===== src/sv/tspa_pkg.sv =====
// ----------------------------------------------------------------------------
// tspa_pkg
// Shared widths, register indexes, tiling mode codes and pipeline types for
// the tiled surface page address unit.
// ----------------------------------------------------------------------------
package tspa_pkg;

  localparam int unsigned PAGE_BYTES = 4096;
  localparam int unsigned PAGE_LOG   = $clog2(PAGE_BYTES);

  localparam int unsigned X_W      = 17;
  localparam int unsigned Y_W      = 17;
  localparam int unsigned OFF_W    = 32;
  localparam int unsigned POS_W    = 12;
  localparam int unsigned MODE_W   = 2;
  localparam int unsigned BPP_W    = 5;
  localparam int unsigned STRIDE_W = 19;
  localparam int unsigned CFG_IDX_W = 3;
  localparam int unsigned CFG_W    = STRIDE_W;
  localparam int unsigned SHIFT_W  = 3;
  localparam int unsigned LOG_W    = 4;
  localparam int unsigned MUL_W    = Y_W + STRIDE_W;

  // Register indexes
  localparam logic [CFG_IDX_W-1:0] REG_TILING_MODE = 3'd0;
  localparam logic [CFG_IDX_W-1:0] REG_BPP         = 3'd1;
  localparam logic [CFG_IDX_W-1:0] REG_ROW_STRIDE  = 3'd2;
  localparam logic [CFG_IDX_W-1:0] REG_GEN2        = 3'd3;
  localparam logic [CFG_IDX_W-1:0] REG_LEGACY_Y    = 3'd4;

  // Tiling modes
  localparam logic [MODE_W-1:0] MODE_LINEAR = 2'd0;
  localparam logic [MODE_W-1:0] MODE_X      = 2'd1;
  localparam logic [MODE_W-1:0] MODE_Y      = 2'd2;
  localparam logic [MODE_W-1:0] MODE_YF     = 2'd3;

  // log2 of tile widths in bytes
  localparam logic [LOG_W-1:0] WLOG_64  = 4'd6;
  localparam logic [LOG_W-1:0] WLOG_128 = 4'd7;
  localparam logic [LOG_W-1:0] WLOG_256 = 4'd8;
  localparam logic [LOG_W-1:0] WLOG_512 = 4'd9;
  localparam logic [LOG_W-1:0] WLOG_PAGE = LOG_W'(PAGE_LOG);

  // Reset values
  localparam logic [BPP_W-1:0]    BPP_RST    = 5'd4;
  localparam logic [STRIDE_W-1:0] STRIDE_RST = 19'd4096;

  typedef struct packed {
    logic [MODE_W-1:0]   mode;
    logic [BPP_W-1:0]    bpp;
    logic [STRIDE_W-1:0] stride;
    logic                gen2;
    logic                legacy_y;
  } cfg_t;

  // One item as it travels down the pipeline
  typedef struct packed {
    logic               lin;
    logic               bad;
    logic [SHIFT_W-1:0] bshift;
    logic [OFF_W-1:0]   offset;
    logic [POS_W-1:0]   rem;
    logic [POS_W-1:0]   num;
    logic [POS_W-1:0]   quo;
    logic [POS_W-1:0]   tix;
    logic [POS_W-1:0]   tiy;
  } item_t;

endpackage


===== src/sv/tspa_addr_gen.sv =====
// ----------------------------------------------------------------------------
// tspa_addr_gen
// Three-stage front end: format decode, row multiply, offset add and page
// split.
// ----------------------------------------------------------------------------
module tspa_addr_gen (
  input  logic                      clk,
  input  logic                      rst_n,
  input  tspa_pkg::cfg_t            cfg,
  input  logic                      up_valid,
  input  logic [tspa_pkg::X_W-1:0]  pixel_x,
  input  logic [tspa_pkg::Y_W-1:0]  pixel_y,
  output logic                      up_ready,
  output logic                      valid,
  output tspa_pkg::item_t           item,
  input  logic                      down_ready
);
  import tspa_pkg::*;

  logic               bad;
  logic [SHIFT_W-1:0] bshift;
  logic [LOG_W-1:0]   wlog;
  logic [LOG_W-1:0]   thlog;
  logic [LOG_W-1:0]   twlog;
  logic [Y_W-1:0]     ymask;
  logic [X_W-1:0]     xmask;
  logic               lin;
  item_t              item1_nxt;
  logic [Y_W-1:0]     a1_nxt;

  logic               v1_r, v2_r, v3_r;
  logic               en1, en2, en3;
  item_t              item1_r, item2_r, item3_r, item3_nxt;
  logic [Y_W-1:0]     a1_r;
  logic [MUL_W-1:0]   prod_full;
  logic [OFF_W-1:0]   prod2_r;
  logic [OFF_W-1:0]   sum;

  always_comb begin
    bad    = 1'b0;
    bshift = '0;
    unique case (cfg.bpp)
      5'd1:    bshift = 3'd0;
      5'd2:    bshift = 3'd1;
      5'd4:    bshift = 3'd2;
      5'd8:    bshift = 3'd3;
      5'd16:   bshift = 3'd4;
      default: bad    = 1'b1;
    endcase

    unique case (cfg.mode)
      MODE_X:  wlog = cfg.gen2 ? WLOG_256 : WLOG_512;
      MODE_Y:  wlog = cfg.gen2 ? WLOG_256 : (cfg.legacy_y ? WLOG_512 : WLOG_128);
      MODE_YF: wlog = (cfg.bpp == 5'd1) ? WLOG_64 :
                      ((cfg.bpp <= 5'd4) ? WLOG_128 : WLOG_256);
      default: wlog = WLOG_PAGE;
    endcase

    lin   = (cfg.mode == MODE_LINEAR);
    thlog = WLOG_PAGE - wlog;
    twlog = wlog - LOG_W'(bshift);
    ymask = (Y_W'(1) << thlog) - Y_W'(1);
    xmask = (X_W'(1) << twlog) - X_W'(1);

    item1_nxt        = '0;
    item1_nxt.lin    = lin;
    item1_nxt.bad    = bad;
    item1_nxt.bshift = bshift;
    item1_nxt.tix    = POS_W'(pixel_x & xmask);
    item1_nxt.tiy    = POS_W'(pixel_y & ymask);
    if (lin) begin
      item1_nxt.offset = OFF_W'(pixel_x) << bshift;
      a1_nxt           = pixel_y;
    end else begin
      item1_nxt.offset = OFF_W'(pixel_x >> twlog) << PAGE_LOG;
      a1_nxt           = pixel_y & ~ymask;
    end
  end

  assign en3      = !v3_r || down_ready;
  assign en2      = !v2_r || en3;
  assign en1      = !v1_r || en2;
  assign up_ready = en1;

  assign prod_full = MUL_W'(a1_r) * MUL_W'(cfg.stride);

  always_comb begin
    sum       = item2_r.offset + prod2_r;
    item3_nxt = item2_r;
    item3_nxt.rem = '0;
    item3_nxt.quo = '0;
    if (item2_r.lin) begin
      item3_nxt.offset = {sum[OFF_W-1:PAGE_LOG], {PAGE_LOG{1'b0}}};
      item3_nxt.num    = sum[POS_W-1:0];
    end else begin
      item3_nxt.offset = sum;
      item3_nxt.num    = '0;
    end
  end

  always_ff @(posedge clk) begin
    if (!rst_n) begin
      v1_r <= 1'b0;
      v2_r <= 1'b0;
      v3_r <= 1'b0;
    end else begin
      if (en1) v1_r <= up_valid;
      if (en2) v2_r <= v1_r;
      if (en3) v3_r <= v2_r;
    end
  end

  always_ff @(posedge clk) begin
    if (en1) begin
      item1_r <= item1_nxt;
      a1_r    <= a1_nxt;
    end
    if (en2) begin
      item2_r <= item1_r;
      prod2_r <= prod_full[OFF_W-1:0];
    end
    if (en3) item3_r <= item3_nxt;
  end

  assign valid = v3_r;
  assign item  = item3_r;

endmodule


===== src/sv/tspa_div_stage.sv =====
// ----------------------------------------------------------------------------
// tspa_div_stage
// One restoring step of the in-page row divide: shift in a dividend bit,
// compare with the stride, subtract and record a quotient bit.
// ----------------------------------------------------------------------------
module tspa_div_stage (
  input  logic                          clk,
  input  logic                          rst_n,
  input  logic [tspa_pkg::STRIDE_W-1:0] stride,
  input  logic                          up_valid,
  input  tspa_pkg::item_t               up_item,
  output logic                          up_ready,
  output logic                          valid,
  output tspa_pkg::item_t               item,
  input  logic                          down_ready
);
  import tspa_pkg::*;

  logic [POS_W:0]      trial;
  logic [STRIDE_W-1:0] diff;
  logic                ge;
  item_t               item_nxt;
  item_t               item_r;
  logic                valid_r;
  logic                en;

  always_comb begin
    trial    = {up_item.rem, up_item.num[POS_W-1]};
    ge       = STRIDE_W'(trial) >= stride;
    diff     = STRIDE_W'(trial) - stride;
    item_nxt = up_item;
    item_nxt.rem = ge ? diff[POS_W-1:0] : trial[POS_W-1:0];
    item_nxt.num = up_item.num << 1;
    item_nxt.quo = {up_item.quo[POS_W-2:0], ge};
  end

  assign en       = !valid_r || down_ready;
  assign up_ready = en;

  always_ff @(posedge clk) begin
    if (!rst_n) begin
      valid_r <= 1'b0;
    end else if (en) begin
      valid_r <= up_valid;
    end
  end

  always_ff @(posedge clk) begin
    if (en) item_r <= item_nxt;
  end

  assign valid = valid_r;
  assign item  = item_r;

endmodule


===== src/sv/tiled_surface_page_address_unit.sv =====
// ----------------------------------------------------------------------------
// tiled_surface_page_address_unit
// Maps a pixel coordinate to the byte offset of its 4 KiB page or tile and
// the pixel's column and row inside it, for linear, X, Y and Yf surfaces.
// ----------------------------------------------------------------------------
// Usage:
//   in_*  : one beat per pixel; tdata = pixel_x, pixel_y.
//   out_* : one beat per input beat, in order; tdata = page_offset,
//           in_page_x, in_page_y; tuser = bad_format.
//   cfg_* : register writes (tiling mode, bytes per pixel, row stride,
//           gen2 layout, legacy Y layout), done while no beat is in flight.
// An input beat passes through decode, multiply, add and page split, twelve
// restoring divide steps for the in-page row in linear mode, and the output
// register. Throughput is one beat per cycle until back-pressure fills every
// stage; the divide is a twelve-stage pipeline, one quotient bit per stage.
// Each stage holds its own valid bit, so a bubble anywhere is squeezed out
// and input beats keep flowing while a result waits at the output; in_tready
// drops only once every stage is full and out_tready is low. Nothing is lost
// or repeated under stall. Reset empties the pipeline and loads the register
// reset values (linear, 4 bytes per pixel, stride 4096).
// ----------------------------------------------------------------------------
module tiled_surface_page_address_unit (
  input  logic                           clk,
  input  logic                           rst_n,
  // Input stream
  input  logic                           in_tvalid,
  output logic                           in_tready,
  input  logic [39:0]                    in_tdata,   // pixel_x[16:0], pixel_y[33:17]
  // Result stream
  output logic                           out_tvalid,
  input  logic                           out_tready,
  output logic [55:0]                    out_tdata,  // page_offset[31:0],
                                                     // in_page_x[43:32],
                                                     // in_page_y[55:44]
  output logic                           out_tuser,  // bad_format
  // Register writes
  input  logic                           cfg_we,
  input  logic [tspa_pkg::CFG_IDX_W-1:0] cfg_index,
  input  logic [tspa_pkg::CFG_W-1:0]     cfg_wdata
);
  import tspa_pkg::*;

  cfg_t           cfg_r;
  item_t          div_item  [0:POS_W];
  logic [POS_W:0] div_valid;
  logic [POS_W:0] div_ready;
  item_t          last;

  logic                     out_valid_r;
  logic [55:0]              out_tdata_r, out_tdata_nxt;
  logic                     out_tuser_r, out_tuser_nxt;
  logic                     out_en;
  logic [POS_W-1:0]         ix, iy;

  // Register file: write-only, ignore unknown indexes
  always_ff @(posedge clk) begin
    if (!rst_n) begin
      cfg_r.mode     <= MODE_LINEAR;
      cfg_r.bpp      <= BPP_RST;
      cfg_r.stride   <= STRIDE_RST;
      cfg_r.gen2     <= 1'b0;
      cfg_r.legacy_y <= 1'b0;
    end else if (cfg_we) begin
      unique case (cfg_index)
        REG_TILING_MODE: cfg_r.mode     <= cfg_wdata[MODE_W-1:0];
        REG_BPP:         cfg_r.bpp      <= cfg_wdata[BPP_W-1:0];
        REG_ROW_STRIDE:  cfg_r.stride   <= cfg_wdata[STRIDE_W-1:0];
        REG_GEN2:        cfg_r.gen2     <= cfg_wdata[0];
        REG_LEGACY_Y:    cfg_r.legacy_y <= cfg_wdata[0];
        default: ;
      endcase
    end
  end

  // Front end: decode, multiply, add
  tspa_addr_gen u_addr_gen (
    .clk        (clk),
    .rst_n      (rst_n),
    .cfg        (cfg_r),
    .up_valid   (in_tvalid),
    .pixel_x    (in_tdata[X_W-1:0]),
    .pixel_y    (in_tdata[X_W+Y_W-1:X_W]),
    .up_ready   (in_tready),
    .valid      (div_valid[0]),
    .item       (div_item[0]),
    .down_ready (div_ready[0])
  );

  // Row divide: one quotient bit per stage
  for (genvar k = 0; k < POS_W; k++) begin : g_div
    tspa_div_stage u_div (
      .clk        (clk),
      .rst_n      (rst_n),
      .stride     (cfg_r.stride),
      .up_valid   (div_valid[k]),
      .up_item    (div_item[k]),
      .up_ready   (div_ready[k]),
      .valid      (div_valid[k+1]),
      .item       (div_item[k+1]),
      .down_ready (div_ready[k+1])
    );
  end

  assign last           = div_item[POS_W];
  assign out_en         = !out_valid_r || out_tready;
  assign div_ready[POS_W] = out_en;

  // Pick the in-page position; the remainder is bytes, so shift down by bpp
  always_comb begin
    if (last.lin) begin
      iy = (cfg_r.stride == '0) ? '0 : last.quo;
      ix = last.rem >> last.bshift;
    end else begin
      iy = last.tiy;
      ix = last.tix;
    end
    if (last.bad) begin
      out_tdata_nxt = '0;
      out_tuser_nxt = 1'b1;
    end else begin
      out_tdata_nxt = {iy, ix, last.offset};
      out_tuser_nxt = 1'b0;
    end
  end

  always_ff @(posedge clk) begin
    if (!rst_n) begin
      out_valid_r <= 1'b0;
    end else if (out_en) begin
      out_valid_r <= div_valid[POS_W];
    end
  end

  always_ff @(posedge clk) begin
    if (out_en) begin
      out_tdata_r <= out_tdata_nxt;
      out_tuser_r <= out_tuser_nxt;
    end
  end

  assign out_tvalid = out_valid_r;
  assign out_tdata  = out_tdata_r;
  assign out_tuser  = out_tuser_r;

endmodule


===== config.mk =====
export PLATFORM = sky130hd
export DESIGN_NAME = tiled_surface_page_address_unit
export DESIGN_NICKNAME = d
export VERILOG_FILES = /design/src/sv/tspa_pkg.sv /design/src/sv/tspa_addr_gen.sv /design/src/sv/tspa_div_stage.sv /design/src/sv/tiled_surface_page_address_unit.sv
export SDC_FILE = /design/constraint.sdc
export NUM_CORES = 2
export LEC_CHECK = 0
export BUFFER_PORTS_ARGS = -buffer_cell sky130_fd_sc_hd__buf_2
export CAP_MARGIN = 20
export CORE_ASPECT_RATIO = 0.8
export CORE_MARGIN = 5
export CORE_UTILIZATION = 58
export CTS_BUF_LIST = sky130_fd_sc_hd__clkbuf_4 sky130_fd_sc_hd__clkbuf_8
export CTS_CLUSTER_SIZE = 16
export DETAILED_ROUTE_END_ITERATION = 10
export PLACE_DENSITY = 0.82
export SLEW_MARGIN = 15
export SYNTH_ARGS = -nofsm -noshare
export SYNTH_HDL_FRONTEND = slang
export SYNTH_HIERARCHICAL = 1
export SYNTH_SLANG_ARGS = --single-unit

===== constraint.sdc =====
create_clock -name clk -period 59.3 [get_ports clk]
set_clock_uncertainty 0.15 [all_clocks]
set_input_delay 11.86 -clock clk [delete_from_list [all_inputs] [get_ports clk]]
set_output_delay 11.86 -clock clk [all_outputs]
set_load 0.005 [all_outputs]

After elaboration in Yosys (flattened, before gate mapping)
Cells that the tools add are included.
Storage, ports and cells
  bits in registers: 1365
  bits of input ports: 67
  output and inout bits: 59
  logic and storage cells: 273
Cells by class
  add/sub/neg operators: 17
  multipliers: 1
  magnitude comparators: 13
  equality and inequality tests: 12
  shifts and indexed selects: 5
  muxes and demuxes: 26
  bitwise logic cells: 4
  reductions and logical operators: 41
Operator list (number)
  $ge A13 B19 Y1: 11
  $mux W12: 14
  $sub A12 B12 Y12: 11
  $add A32 B32 Y32: 1
  $mul A17 B19 Y32: 1
  $mux W32: 1
  $shl A17 B3 Y32: 1
  $and A12 B12 Y12: 2
  $shr A17 B4 Y20: 1
  $ge A1 B19 Y1: 1
  $logic_not A19 Y1: 1
  $and A17 B17 Y17: 1
  $mux W17: 1
  $not A17 Y17: 1
  $shl A1 B4 Y17 const A: 1
  $sub A17 B2 Y17 const B: 1
  $logic_not A1 Y1: 16
  $logic_or A1 B1 Y1: 16
  $mux W4: 4
  $pmux W3 S4: 1
  $pmux W4 S3: 1
  $shl A1 B4 Y12 const A: 1
  $shr A12 B3 Y12: 1
  $sub A1 B12 Y12: 1
  other kinds (19): 28

Logic depth before layout (Yosys ltp)
  depth in word-level cells: 17
  gate-level depth with buffers: 23
  mapped depth without buffers: 22

By module
Netlist, hierarchy kept.
Modules (own cells, without submodules)
  tspa_div_stage (g_div[10].u_div ...): times used 11, cells an instance 210, area each 3804.9 um^2, sequential area each 2902.8 um^2
  tspa_addr_gen: times used 1, cells an instance 1989, area each 20906.3 um^2, sequential area each 7206.9 um^2
  tiled_surface_page_address_unit: times used 1, cells an instance 306, area each 3826.2 um^2, sequential area each 2292.2 um^2
  tspa_div_stage (g_div[0].u_div): times used 1, cells an instance 213, area each 3762.4 um^2, sequential area each 2902.8 um^2

Worst setup path before layout
No wires, ideal clock.
  path type: input-to-output
  start: input out_tready
  end: output in_tready
  arrival time: 45.783 ns
  data required time: 47.290 ns
  slack: 1.507 ns
  stages on the path: 15
  buffers on the path: 0
  path through: nand2b_1 > nand2b_1 > nand2b_1 > nand2b_1 > nand2b_1 > nand2b_1 > nand2b_1 > nand2b_1 > nand2b_1 > nand2b_1 > nand2b_1 > nand2b_1 > nand2b_1 > nor2b_1 > nand3_1
Between the ends
  word-level cells in the longest chain between the ends: 16
Ends and longest elaborated chain
  start: declaration: line tiled_surface_page_address_unit.sv:31  | input logic out_tready,
  $logic_or A1 B1 Y1: line tiled_surface_page_address_unit.sv:105  | assign out_en = !out_valid_r || out_tready;
  $logic_or A1 B1 Y1: line tspa_div_stage.sv:37  | assign en = !valid_r || down_ready;
  via div_ready[11]: line tiled_surface_page_address_unit.sv:46  | logic [POS_W:0] div_ready;
  $logic_or A1 B1 Y1: line tspa_div_stage.sv:37
  via div_ready[10]: line tiled_surface_page_address_unit.sv:46
  $logic_or A1 B1 Y1: line tspa_div_stage.sv:37
  via div_ready[9]: line tiled_surface_page_address_unit.sv:46
  $logic_or A1 B1 Y1: line tspa_div_stage.sv:37
  via div_ready[8]: line tiled_surface_page_address_unit.sv:46
  [... 1 more ...]
  via div_ready[7]: line tiled_surface_page_address_unit.sv:46
  [... 1 more ...]
  via div_ready[6]: line tiled_surface_page_address_unit.sv:46
  [... 1 more ...]
  via div_ready[5]: line tiled_surface_page_address_unit.sv:46
  [... 1 more ...]
  via div_ready[4]: line tiled_surface_page_address_unit.sv:46
  [... 1 more ...]
  via div_ready[3]: line tiled_surface_page_address_unit.sv:46
  [... 1 more ...]
  via div_ready[2]: line tiled_surface_page_address_unit.sv:46
  $logic_or A1 B1 Y1: line tspa_div_stage.sv:37
  via div_ready[1]: line tiled_surface_page_address_unit.sv:46
  $logic_or A1 B1 Y1: line tspa_div_stage.sv:37
  via div_ready[0]: line tiled_surface_page_address_unit.sv:46
  $logic_or A1 B1 Y1: line tspa_addr_gen.sv:80  | assign en3 = !v3_r || down_ready;
  $logic_or A1 B1 Y1: line tspa_addr_gen.sv:81  | assign en2 = !v2_r || en3;
  $logic_or A1 B1 Y1: line tspa_addr_gen.sv:82  | assign en1 = !v1_r || en2;
  end: declaration: line tiled_surface_page_address_unit.sv:27  | output logic in_tready,
The timed path passes the listed nets, and every way through them passes these cells.

Worst setup path in the final report
  start: input out_tready
  end: output in_tready
Between the ends
  word-level cells in the longest chain between the ends: 16
Ends and longest elaborated chain (line)
  $logic_or A1 B1 Y1: tiled_surface_page_address_unit.sv:105
  via div_ready[12]: tiled_surface_page_address_unit.sv:46
  $logic_or A1 B1 Y1: tspa_div_stage.sv:37
  via div_ready[11]: tiled_surface_page_address_unit.sv:46
  $logic_or A1 B1 Y1: tspa_div_stage.sv:37
  via div_ready[10]: tiled_surface_page_address_unit.sv:46
  $logic_or A1 B1 Y1: tspa_div_stage.sv:37
  via div_ready[9]: tiled_surface_page_address_unit.sv:46
  [... 1 more ...]
  via div_ready[8]: tiled_surface_page_address_unit.sv:46
  [... 1 more ...]
  via div_ready[7]: tiled_surface_page_address_unit.sv:46
  [... 1 more ...]
  via div_ready[6]: tiled_surface_page_address_unit.sv:46
  [... 1 more ...]
  via div_ready[5]: tiled_surface_page_address_unit.sv:46
  [... 1 more ...]
  via div_ready[4]: tiled_surface_page_address_unit.sv:46
  [... 1 more ...]
  via div_ready[3]: tiled_surface_page_address_unit.sv:46
  [... 1 more ...]
  via div_ready[2]: tiled_surface_page_address_unit.sv:46
  $logic_or A1 B1 Y1: tspa_div_stage.sv:37
  via div_ready[1]: tiled_surface_page_address_unit.sv:46
  $logic_or A1 B1 Y1: tspa_div_stage.sv:37
  via div_ready[0]: tiled_surface_page_address_unit.sv:46
  $logic_or A1 B1 Y1: tspa_addr_gen.sv:80
  $logic_or A1 B1 Y1: tspa_addr_gen.sv:81
  $logic_or A1 B1 Y1: tspa_addr_gen.sv:82
The timed path passes the listed nets, and every way through them passes these cells.

==> flow_summary.ini <==
[status]
outcome = finished, final reports clean

[detailed_routing]
routed_wl_um = 134000
first_pass_iters = 6
vias = 36749
wl_per_cell_um = 20.5
antenna_left = 0
vias_per_cell = 5.65
drc_errors = 0
drt_iter0_markers = 3119

[floorplan]
fp-row-count = 110
ioPinCount = 126
die_x_um = 388
die_h_um = 312
start_util = 0.586
core-area_um2 = 113000
die-area_um2 = 121000

[timing]
timing.fmax_mhz = 33.1
fin_crit_sh = 0.510
setup_viol = 0
worst_pin_slew_ps = 1140
slew_headroom = 0.235
holdWs_ps = 230
rsz0062_at_grt = no
finalSetupTns_ps = 0
finalHoldViolCount = 0
fin_crit_ps = 30250
finalMaxSlewViolations = 0

[logic_synthesis]
synth_cells = 4650
avgSynthCellArea_um2 = 14.2
syn_area_um2 = 66200
ys.warnings.count = 6

[worst_setup_path]
rrSetupSlack_ps = 51750
r2r-start = out_tvalid
required_ps = 47290
worstPathBufferInverterCount = 3
crit_arrival_ps = 18240
r2r-end = u_addr_gen/a1_r[11]
startpoint_type = primary input
crit_chain = buf_2, nand2b_2, buf_4, nand2b_4, nand2b_4, nand2b_4, nand2b_4, nand2b_4, nand2b_4, nand2b_4, nand2b_4, nand2b_4, nand2b_4, nand2b_4, nand2b_4, nor2b_1, nand3_4, buf_2
slowest_delay_ps = 550
critical-path-top-delay-family = simple AND/OR/NAND/NOR gates
worst-setup-path-type = in2out
cp-end-kind = primary output
cp_slowest_cell = buf_4
crit_top_cell = nand2b_4
rr_worst_depth = 17
crit_fanout = 59

[hold_path]
hold_path_end = g_div[6].u_div/item[21]
worstHoldStart = g_div[5].u_div/item[21]
hp-class = reg2reg
hold_depth = 0

[clock_network]
cts-root-buf = clkbuf_8
cts_buffers = 189
cts.hold.buffers_added = 0
path_clk_slew_ps = 70
post_cts_buffers = 0
clock_path_buffers = 3
cts.sinks = 1359
clock_latency_ps = 880
cts-resized-gates = 0
htree_levels = 4
cts_tree = built

[final_layout]
fin_area_um2 = 72100
nets = 5456
drive_above_1_share = 0.142
syn2layout_area_growth_pct = 8.95
finish.utilization = 0.639
num-fill-cells = 7657

[pwr]
irDropWorstVdd_uv = 27.6
powerDensity_nw_per_um2 = 40.3
p_leak_nw = 29.7
total_power_mw = 2.90

[global_routing]
grt_max_degree = 88
grt_pass1_vias = 37713
antenna_found_initial = 4
track_usage = 0.223
grt_overflow = 0
grt_pass1_wl_um = 210000

[place]
place.gp.congestion = 0.891
place_area_um2 = 68200
dp_hpwl_um = 89800
io_buffers = 119

[job]
timing.max_cap.violations = 0
[metrics by stage]
step           cells  setup WS (ps)
4_1_cts         6497          28120
6_report        6507          29050
2_1_floorplan   4667           4690
3_5_place_dp    6163          28130
5_1_grt         6505          28520
3_3_place_gp    6162          28500
[cell usage in the layout (no fill, tap or decap), drive strengths merged, types with 22 or more instances in the layout]
| master | instances |
|---|---|
| edfxtp | 1315 |
| inv | 573 |
| nand2 | 397 |
| ha | 278 |
| fa | 263 |
| clkbuf | 253 |
| a21oi | 170 |
| buf | 165 |
| and2 | 160 |
| nor2 | 128 |
| mux2 | 124 |
| xnor2 | 115 |
| mux2i | 87 |
| nor3 | 82 |
| nor2b | 69 |
| o21ai | 69 |
| nand3 | 67 |
| xor2 | 65 |
| clkinv | 61 |
| dfxtp | 44 |
| a21boi | 39 |
| nand2b | 39 |
| o21a | 35 |
| a21o | 34 |
| or3 | 26 |
| a31oi | 26 |
| o41ai | 23 |
| nand4 | 22 |
[worst max path at each step]
stage	startpoint	end	slack, ps	cells after the start
after floorplan	out_tready	in_tready	4690	15
after global placement	out_tready	in_tready	28500	18
after detailed placement	out_tready	in_tready	28130	18
after CTS	out_tready	in_tready	28120	18
after global routing	out_tready	in_tready	28520	18
final	out_tready	in_tready	29050	18
[cell type report]
type	instances	area, um2	area share
Tap cell	1512	1890	0.0262
Inverter	562	2110	0.0293
Clock buffer	253	3140	0.0435
Sequential cell	1359	40400	0.560
Clock inverter	81	644	0.00894
Antenna cell	4	10.0	0.000139
Multi-Input combinational cell	2571	22900	0.318
Timing Repair Buffer	165	980	0.0136
[where the power goes]
part           internal [mW]  switching, mW  leakage, nW
Clock                  0.371          0.350         1.98
Sequential              1.32         0.0918         15.1
Combinational          0.367          0.406         12.6
[sequential cells by signal, summed over array words and instances, names as in the netlist]
signal              flops
cfg_r                  28
g_div.u_div/item     1020
g_div.u_div/valid      12
out_tdata              56
out_tuser               1
out_tvalid              1
u_addr_gen/a1_r        17
u_addr_gen/item        73
u_addr_gen/item1_r     58
u_addr_gen/item2_r     58
u_addr_gen/prod2_r     32
u_addr_gen/v1_r         1
u_addr_gen/v2_r         1
u_addr_gen/valid        1
[layer usage]
layer,wire length (um),GRT usage,vias to the layer above
met5,27,0,-
met4,4970,0.0890,4
met3,9480,0.0429,307
met2,64500,0.363,1440
met1,54600,0.299,18146
li1,-,-,16852
Note: power is estimated with default switching activity, not from simulation.
